## src/hdl/page_frame_allocator_unit_defines.svh

```systemverilog
// Shared assertion macros for the frame allocator.
`ifndef PAGE_FRAME_ALLOCATOR_UNIT_DEFINES_SVH
`define PAGE_FRAME_ALLOCATOR_UNIT_DEFINES_SVH

// Condition holds at every edge outside reset.
`define PFA_ASSERT_HOLD(label, cond) \
   label: assert property (@(posedge clock) disable iff (reset) (cond)) \
      else $error("frame allocator invariant violated");

// Consequent holds in the cycle after the antecedent.
`define PFA_ASSERT_NEXT(label, ante, cons) \
   label: assert property (@(posedge clock) disable iff (reset) (ante) |=> (cons)) \
      else $error("frame allocator step check failed");

`endif

```

## src/hdl/pfa_pkg.sv

```systemverilog
package pfa_pkg;

   localparam int SEG_DEPTH      = 16;
   localparam int RESERVED_DEPTH = 16;
   localparam int USED_DEPTH     = 1024;

   localparam int ADDR_W      = 48;
   localparam int FRAME_SHIFT = 12;
   localparam int FN_W        = ADDR_W - FRAME_SHIFT;
   localparam int TYPE_W      = 2;
   localparam int STATUS_W    = 3;

   localparam logic [TYPE_W-1:0] REQ_ALLOC    = 2'd0;
   localparam logic [TYPE_W-1:0] REQ_FREE     = 2'd1;
   localparam logic [TYPE_W-1:0] REQ_SEGMENT  = 2'd2;
   localparam logic [TYPE_W-1:0] REQ_RESERVED = 2'd3;

   localparam logic [STATUS_W-1:0] ST_OK        = 3'd0;
   localparam logic [STATUS_W-1:0] ST_OOM       = 3'd1;
   localparam logic [STATUS_W-1:0] ST_USED_FULL = 3'd2;
   localparam logic [STATUS_W-1:0] ST_NOT_ALLOC = 3'd3;
   localparam logic [STATUS_W-1:0] ST_REJECT    = 3'd4;

   typedef enum logic [1:0] {
      FRAME_NONE  = 2'd0,
      FRAME_POP   = 2'd1,
      FRAME_GRANT = 2'd2
   } frame_sel_type;

   typedef struct packed {
      logic                take;
      logic                res_set;
      logic [STATUS_W-1:0] res_status;
      frame_sel_type       res_frame;
      logic                seg_load;
      logic                rsv_load;
      logic                pop_commit;
      logic                seg_next;
      logic                seg_latch;
      logic                rsv_start;
      logic                rsv_step;
      logic                pos_update;
      logic                grant;
      logic                free_start;
      logic                free_step;
      logic                hit_record;
      logic                rd_last;
      logic                move_commit;
      logic                rsp_load;
   } cmd_type;

   typedef struct packed {
      logic [TYPE_W-1:0] req_type;
      logic              used_full;
      logic              used_empty;
      logic              rec_empty;
      logic              seg_full;
      logic              beg_zero;
      logic              rsv_full;
      logic              rsv_empty;
      logic              unaligned;
      logic              seg_done;
      logic              overrun;
      logic              rsv_last;
      logic              any_hit;
      logic              e_below;
      logic              free_match;
      logic              used_idx_last;
   } sts_type;

endpackage

```

## src/hdl/pfa_ctrl.sv

```systemverilog
module pfa_ctrl (
   input  logic             clock,
   input  logic             reset,
   input  logic             req_valid,
   output logic             req_stall,
   output logic             rsp_valid,
   input  logic             rsp_stall,
   input  pfa_pkg::sts_type sts,
   output pfa_pkg::cmd_type cmd
);

   typedef enum logic [15:0] {
      S_IDLE      = 16'h0001,
      S_DISPATCH  = 16'h0002,
      S_POP_WAIT  = 16'h0004,
      S_POP_WR    = 16'h0008,
      S_SEG_CHK   = 16'h0010,
      S_SEG_LATCH = 16'h0020,
      S_SEG_FIT   = 16'h0040,
      S_RSV_WAIT  = 16'h0080,
      S_RSV_EV    = 16'h0100,
      S_RSV_DONE  = 16'h0200,
      S_GRANT     = 16'h0400,
      S_FREE_WAIT = 16'h0800,
      S_FREE_EV   = 16'h1000,
      S_MOVE_WAIT = 16'h2000,
      S_MOVE_WR   = 16'h4000,
      S_FINISH    = 16'h8000
   } state_type;

   state_type state_ff, state_in;
   logic      rsp_valid_ff, rsp_valid_in;

   assign req_stall = reset | (state_ff != S_IDLE);
   assign rsp_valid = rsp_valid_ff;

   always_comb begin
      state_in = state_ff;
      cmd      = '0;
      case (state_ff)
         S_IDLE: begin
            if (req_valid) begin
               cmd.take = 1'b1;
               state_in = S_DISPATCH;
            end
         end
         S_DISPATCH: begin
            state_in = S_FINISH;
            case (sts.req_type)
               pfa_pkg::REQ_ALLOC: begin
                  if (sts.used_full) begin
                     cmd.res_set    = 1'b1;
                     cmd.res_status = pfa_pkg::ST_USED_FULL;
                  end else if (!sts.rec_empty) begin
                     state_in = S_POP_WAIT;
                  end else begin
                     state_in = S_SEG_CHK;
                  end
               end
               pfa_pkg::REQ_FREE: begin
                  if (sts.unaligned || sts.used_empty) begin
                     cmd.res_set    = 1'b1;
                     cmd.res_status = pfa_pkg::ST_NOT_ALLOC;
                  end else begin
                     cmd.free_start = 1'b1;
                     state_in       = S_FREE_WAIT;
                  end
               end
               pfa_pkg::REQ_SEGMENT: begin
                  cmd.res_set = 1'b1;
                  if (sts.seg_full || sts.beg_zero) begin
                     cmd.res_status = pfa_pkg::ST_REJECT;
                  end else begin
                     cmd.res_status = pfa_pkg::ST_OK;
                     cmd.seg_load   = 1'b1;
                  end
               end
               default: begin
                  cmd.res_set = 1'b1;
                  if (sts.rsv_full) begin
                     cmd.res_status = pfa_pkg::ST_REJECT;
                  end else begin
                     cmd.res_status = pfa_pkg::ST_OK;
                     cmd.rsv_load   = 1'b1;
                  end
               end
            endcase
         end
         S_POP_WAIT: begin
            state_in = S_POP_WR;
         end
         S_POP_WR: begin
            cmd.pop_commit = 1'b1;
            cmd.res_set    = 1'b1;
            cmd.res_status = pfa_pkg::ST_OK;
            cmd.res_frame  = pfa_pkg::FRAME_POP;
            state_in       = S_FINISH;
         end
         S_SEG_CHK: begin
            if (sts.seg_done) begin
               cmd.res_set    = 1'b1;
               cmd.res_status = pfa_pkg::ST_OOM;
               state_in       = S_FINISH;
            end else begin
               state_in = S_SEG_LATCH;
            end
         end
         S_SEG_LATCH: begin
            cmd.seg_latch = 1'b1;
            state_in      = S_SEG_FIT;
         end
         S_SEG_FIT: begin
            if (sts.overrun) begin
               cmd.seg_next = 1'b1;
               state_in     = S_SEG_CHK;
            end else if (sts.rsv_empty) begin
               state_in = S_GRANT;
            end else begin
               cmd.rsv_start = 1'b1;
               state_in      = S_RSV_WAIT;
            end
         end
         S_RSV_WAIT: begin
            state_in = S_RSV_EV;
         end
         S_RSV_EV: begin
            cmd.rsv_step = 1'b1;
            state_in     = sts.rsv_last ? S_RSV_DONE : S_RSV_WAIT;
         end
         S_RSV_DONE: begin
            if (!sts.any_hit) begin
               state_in = S_GRANT;
            end else begin
               // skip past the region, or give up on this segment
               cmd.pos_update = sts.e_below;
               cmd.seg_next   = !sts.e_below;
               state_in       = S_SEG_CHK;
            end
         end
         S_GRANT: begin
            cmd.grant      = 1'b1;
            cmd.res_set    = 1'b1;
            cmd.res_status = pfa_pkg::ST_OK;
            cmd.res_frame  = pfa_pkg::FRAME_GRANT;
            state_in       = S_FINISH;
         end
         S_FREE_WAIT: begin
            state_in = S_FREE_EV;
         end
         S_FREE_EV: begin
            if (sts.free_match) begin
               cmd.hit_record = 1'b1;
               state_in       = S_MOVE_WAIT;
            end else if (sts.used_idx_last) begin
               cmd.res_set    = 1'b1;
               cmd.res_status = pfa_pkg::ST_NOT_ALLOC;
               state_in       = S_FINISH;
            end else begin
               cmd.free_step = 1'b1;
               state_in      = S_FREE_WAIT;
            end
         end
         S_MOVE_WAIT: begin
            cmd.rd_last = 1'b1;
            state_in    = S_MOVE_WR;
         end
         S_MOVE_WR: begin
            cmd.rd_last     = 1'b1;
            cmd.move_commit = 1'b1;
            cmd.res_set     = 1'b1;
            cmd.res_status  = pfa_pkg::ST_OK;
            state_in        = S_FINISH;
         end
         S_FINISH: begin
            if (!rsp_valid_ff || !rsp_stall) begin
               cmd.rsp_load = 1'b1;
               state_in     = S_IDLE;
            end
         end
         default: begin
            state_in = S_IDLE;
         end
      endcase
   end

   always_comb begin
      if (cmd.rsp_load) begin
         rsp_valid_in = 1'b1;
      end else if (!rsp_stall) begin
         rsp_valid_in = 1'b0;
      end else begin
         rsp_valid_in = rsp_valid_ff;
      end
   end

   always_ff @(posedge clock) begin
      if (reset) begin
         state_ff     <= S_IDLE;
         rsp_valid_ff <= 1'b0;
      end else begin
         state_ff     <= state_in;
         rsp_valid_ff <= rsp_valid_in;
      end
   end

endmodule

```

## config.mk

```make
export PLATFORM = sky130hd
export DESIGN_NAME = pfa_ctrl
export DESIGN_NICKNAME = d
export VERILOG_FILES = /design/src/hdl/page_frame_allocator_unit_defines.svh /design/src/hdl/pfa_pkg.sv /design/src/hdl/pfa_ctrl.sv
export SDC_FILE = /design/constraint.sdc
export NUM_CORES = 1
export LEC_CHECK = 0
export ABC_AREA = 1
export BUFFER_PORTS_ARGS = -buffer_cell sky130_fd_sc_hd__buf_2
export CAP_MARGIN = 0
export CORE_UTILIZATION = 50
export CTS_BUF_LIST = sky130_fd_sc_hd__clkbuf_4 sky130_fd_sc_hd__clkbuf_8
export DETAILED_ROUTE_END_ITERATION = 16
export PLACE_DENSITY = 0.86
export SLEW_MARGIN = 20
export SYNTH_ARGS = -nofsm -noshare
export SYNTH_HDL_FRONTEND = slang
export SYNTH_SLANG_ARGS = --single-unit
export TNS_END_PERCENT = 1
```

## constraint.sdc

```tcl
create_clock -name clock -period 2 [get_ports clock]
set_clock_uncertainty 0.05 [all_clocks]
set_input_delay 0.1 -clock clock [delete_from_list [all_inputs] [get_ports clock]]
set_output_delay 0.1 -clock clock [all_outputs]
set_load 0.05 [all_outputs]
```

==> flow_metrics.tcl <==
set metrics [dict create \
    outcome "finished, final reports clean" \
    cts_sinks 17 \
    power.leakage_nw 0.9176 \
    routed-via-count 1396 \
    dr.pass1.iters 4 \
    die_y_um 51.72 \
    cp_max_fo 6 \
    min_from "rsp_stall" \
    clock_latency_ns 0.30 \
    via_per_inst 5.040 \
    crit_family "simple AND/OR/NAND/NOR gates" \
    max-slew-margin-rel_pct 78.91 \
    hold_class "in2reg" \
    hold_viol_final 0 \
    tightestPinTransition_ns 0.3137 \
    clk_pin_slew_worst_paths_ns 0.10 \
    fin_util_pct 72.57 \
    wl_um 3109 \
    period_share_pct 99.32 \
    synthCells 196 \
    track_usage_pct 23.37 \
    slew_violations 0 \
    hpwl_um 2304 \
    pre_cts_slack_ns 0.3208 \
    r2r-end "state_ff[14]" \
    critPathBufInv 1 \
    power_density_nw_per_um2 441.2 \
    dieArea_sq_um 2675 \
    instances_no_fill 277 \
    grt_max_degree 11 \
    synth.distinct_cells 25 \
    cts_buffers 3 \
    cts-root-buf "clkbuf_4" \
    fmax_mhz 503.4 \
    cap_violations 0 \
    yosysSeqAreaShare_pct 27.53 \
    antenna_found_initial 0 \
    ys_ff_latch 17 \
    dp_cells 265 \
    cp_slowest_stage_delay_ns 0.35 \
    cts_tree "built" \
    rr_worst_depth 13 \
    worst_path_max_delay_cell "dfxtp_1" \
    critical_path.cell_chain "nor2_2 -> nand2_4 -> nor2_1 -> nand2_1 -> or2_1 -> nor2_1 -> buf_2" \
    hold_depth 3 \
    nets 271 \
    end_kind "primary output" \
    r2r_setup_slack_ns 0.23 \
    area_growth_pct 33.60 \
    crit-reg2reg-launch "state_ff[0]" \
    htreeDepth 1 \
    setup_ws_ns 0.01369 \
    synth-edff-count 0 \
    synth.avg_cell_area_sq_um 6.307 \
    syn_nets 217 \
    critPathRequiredTime_ns 1.85 \
    min_period_ns 1.986 \
    setup_viol 0 \
    synthTopCellsByArea "dfxtp_1 (28%), nor2_1 (12%), inv_1 (11%)" \
    gr-total-overflow 0 \
    drtIter0Drc 38 \
    ant_nets 0 \
    yosys.area.top_type "dfxtp_1" \
    syn-cell-area_sq_um 1236 \
    worstHoldEndpoint "rsp_valid" \
    synthArstFlopShare_pct 0 \
    drcViolationCount 0 \
    n_antenna_cell 0 \
    ys.flop_type "dfxtp_1" \
    synth_top_area_share_pct 27.53 \
    crit_type "reg2out" \
    first_global_vias 1204 \
    arrival_ns 1.84 \
    drive_gt1_share_pct 36.14 \
    placementRows 17 \
    core_sq_um 2276 \
    grt_pass1_wl_um 4554 \
    cpMostUsedCell "nor2_1" \
    rsz0062_at_grt "yes" \
    start_kind "flip-flop" \
    io_buffers 44 \
    start_util_pct 54.32 \
    yosys_warnings 0 \
    place_congestion 0.8465 \
    ios 45 \
    clockBufferDepth 2 \
    post_drt_wl_per_cell_um 11.22 \
    peakVddDrop_v 0.0003705 \
    die_x_um 51.72 \
]
==> tightest hold or removal path, cell delays in order <==
cell and delay (ns):
buf_2 0.09, nand2_1 0.07, a21oi_1 0.06
==> layout by cell type (no fill, tap or decap) <==
cell and instances:
a21oi_1 1, and3_1 1, buf_12 1, buf_2 40, buf_4 3, buf_6 3
clkbuf_4 4, clkinv_1 1, dfxtp_1 14, dfxtp_2 3, dlygate4sd3_1 4, inv_1 35
inv_2 3, nand2_1 31, nand2_2 3, nand2_4 5, nand3_1 18, nand3_2 2
nand3b_1 1, nand4_1 4, nor2_1 35, nor2_2 10, nor2_4 7, nor2_8 2
nor3_1 5, nor3_2 2, nor4_2 2, o21ai_0 4, o21ai_1 1, o22ai_1 2
o31ai_1 1, or2_1 1
==> routing by layer <==
layer | up-vias | track usage, % | routed length [um]
met1 | 629 | 26.34 | 1308
met4 | 0 | 13.06 | 61
met2 | 46 | 41.56 | 1579
li1 | 714 | - | -
met3 | 7 | 3.509 | 160
met5 | - | 0 | 0
==> cell families (layout without fill, tap and decap cells) <==
family,count (synthesis),in the layout,share of synthesized area [%]
AO/OA/AOI/OAI,9,9,4.048
flip-flops,17,17,27.53
buffers and inverters,42,94,13.36
AND/OR/NAND/NOR,128,129,55.06
==> layout make-up <==
cell class | instances | area (sq um)
sequential | 17 | 344.1
inverter | 39 | 146.4
clock buffer | 4 | 30.03
multi-input combinational | 138 | 779.5
fill | 194 | 624.3
tap | 28 | 35.03
timing repair buffer | 51 | 316.6
==> cells in the mapped netlist (2+ instances only) <==
master and number:
nand2_4 4, buf_4 2, o21ai_0 5, nand3_2 2
nand2_1 31, nor3_1 7, nor4_2 2, nand4_1 4
nor2_1 38, nor2_4 3, inv_1 36, inv_2 2
nor2_8 2, nor2_2 10, nand3_1 18, dfxtp_1 17
o22ai_1 2, nand2_2 4
==> power by group <==
| group | internal (W) | switching, W | total, W |
|---|---|---|---|
| Sequential | 0.000343 | 0.00000401 | 0.000347 |
| Combinational | 0.0000700 | 0.000111 | 0.000182 |
| Clock | 0.0000914 | 0.000108 | 0.000200 |
==> stage by stage <==
step / cell area [sq um] / hold WS [ns] / total power (W) / TNS, ns
floorplan: 1241 / 0.1199 / 0.0004504 / -0.4827
global placement: 1478 / 0.2368 / 0.0004946 / 0
detailed placement: 1478 / 0.2381 / 0.0004962 / 0
CTS: 1555 / 0.02464 / 0.0006984 / 0
global route: 1652 / 0.02693 / 0.0007653 / -0.2439
finish: 1652 / 0.01372 / 0.0007286 / 0
==> worst max-delay path by stage <==
stage          cells past startpoint          from      end
6_report                           7   state_ff[0]   cmd[9]
5_1_grt                            7   state_ff[0]   cmd[9]
4_1_cts                            8  state_ff[10]  cmd[19]
3_5_place_dp                      10   state_ff[0]  cmd[20]
3_3_place_gp                      10   state_ff[0]  cmd[20]
2_1_floorplan                      7  state_ff[10]  cmd[14]
==> registers in the layout (all words and copies together), names as in the netlist <==
signal,flops
state_ff,16
rsp_valid,1
==> timing repair <==
item / CTS / global route
pin swaps: 0 / 6
endpoints found under the setup margin: 3 / 8
hold buffers: 4 / 0
gates cloned: 0 / 1
hold endpoints to repair: 3 / 0
setup buffers: 0 / 3
resized for setup: 3 / 17
Power figures use the tool's default switching activity.
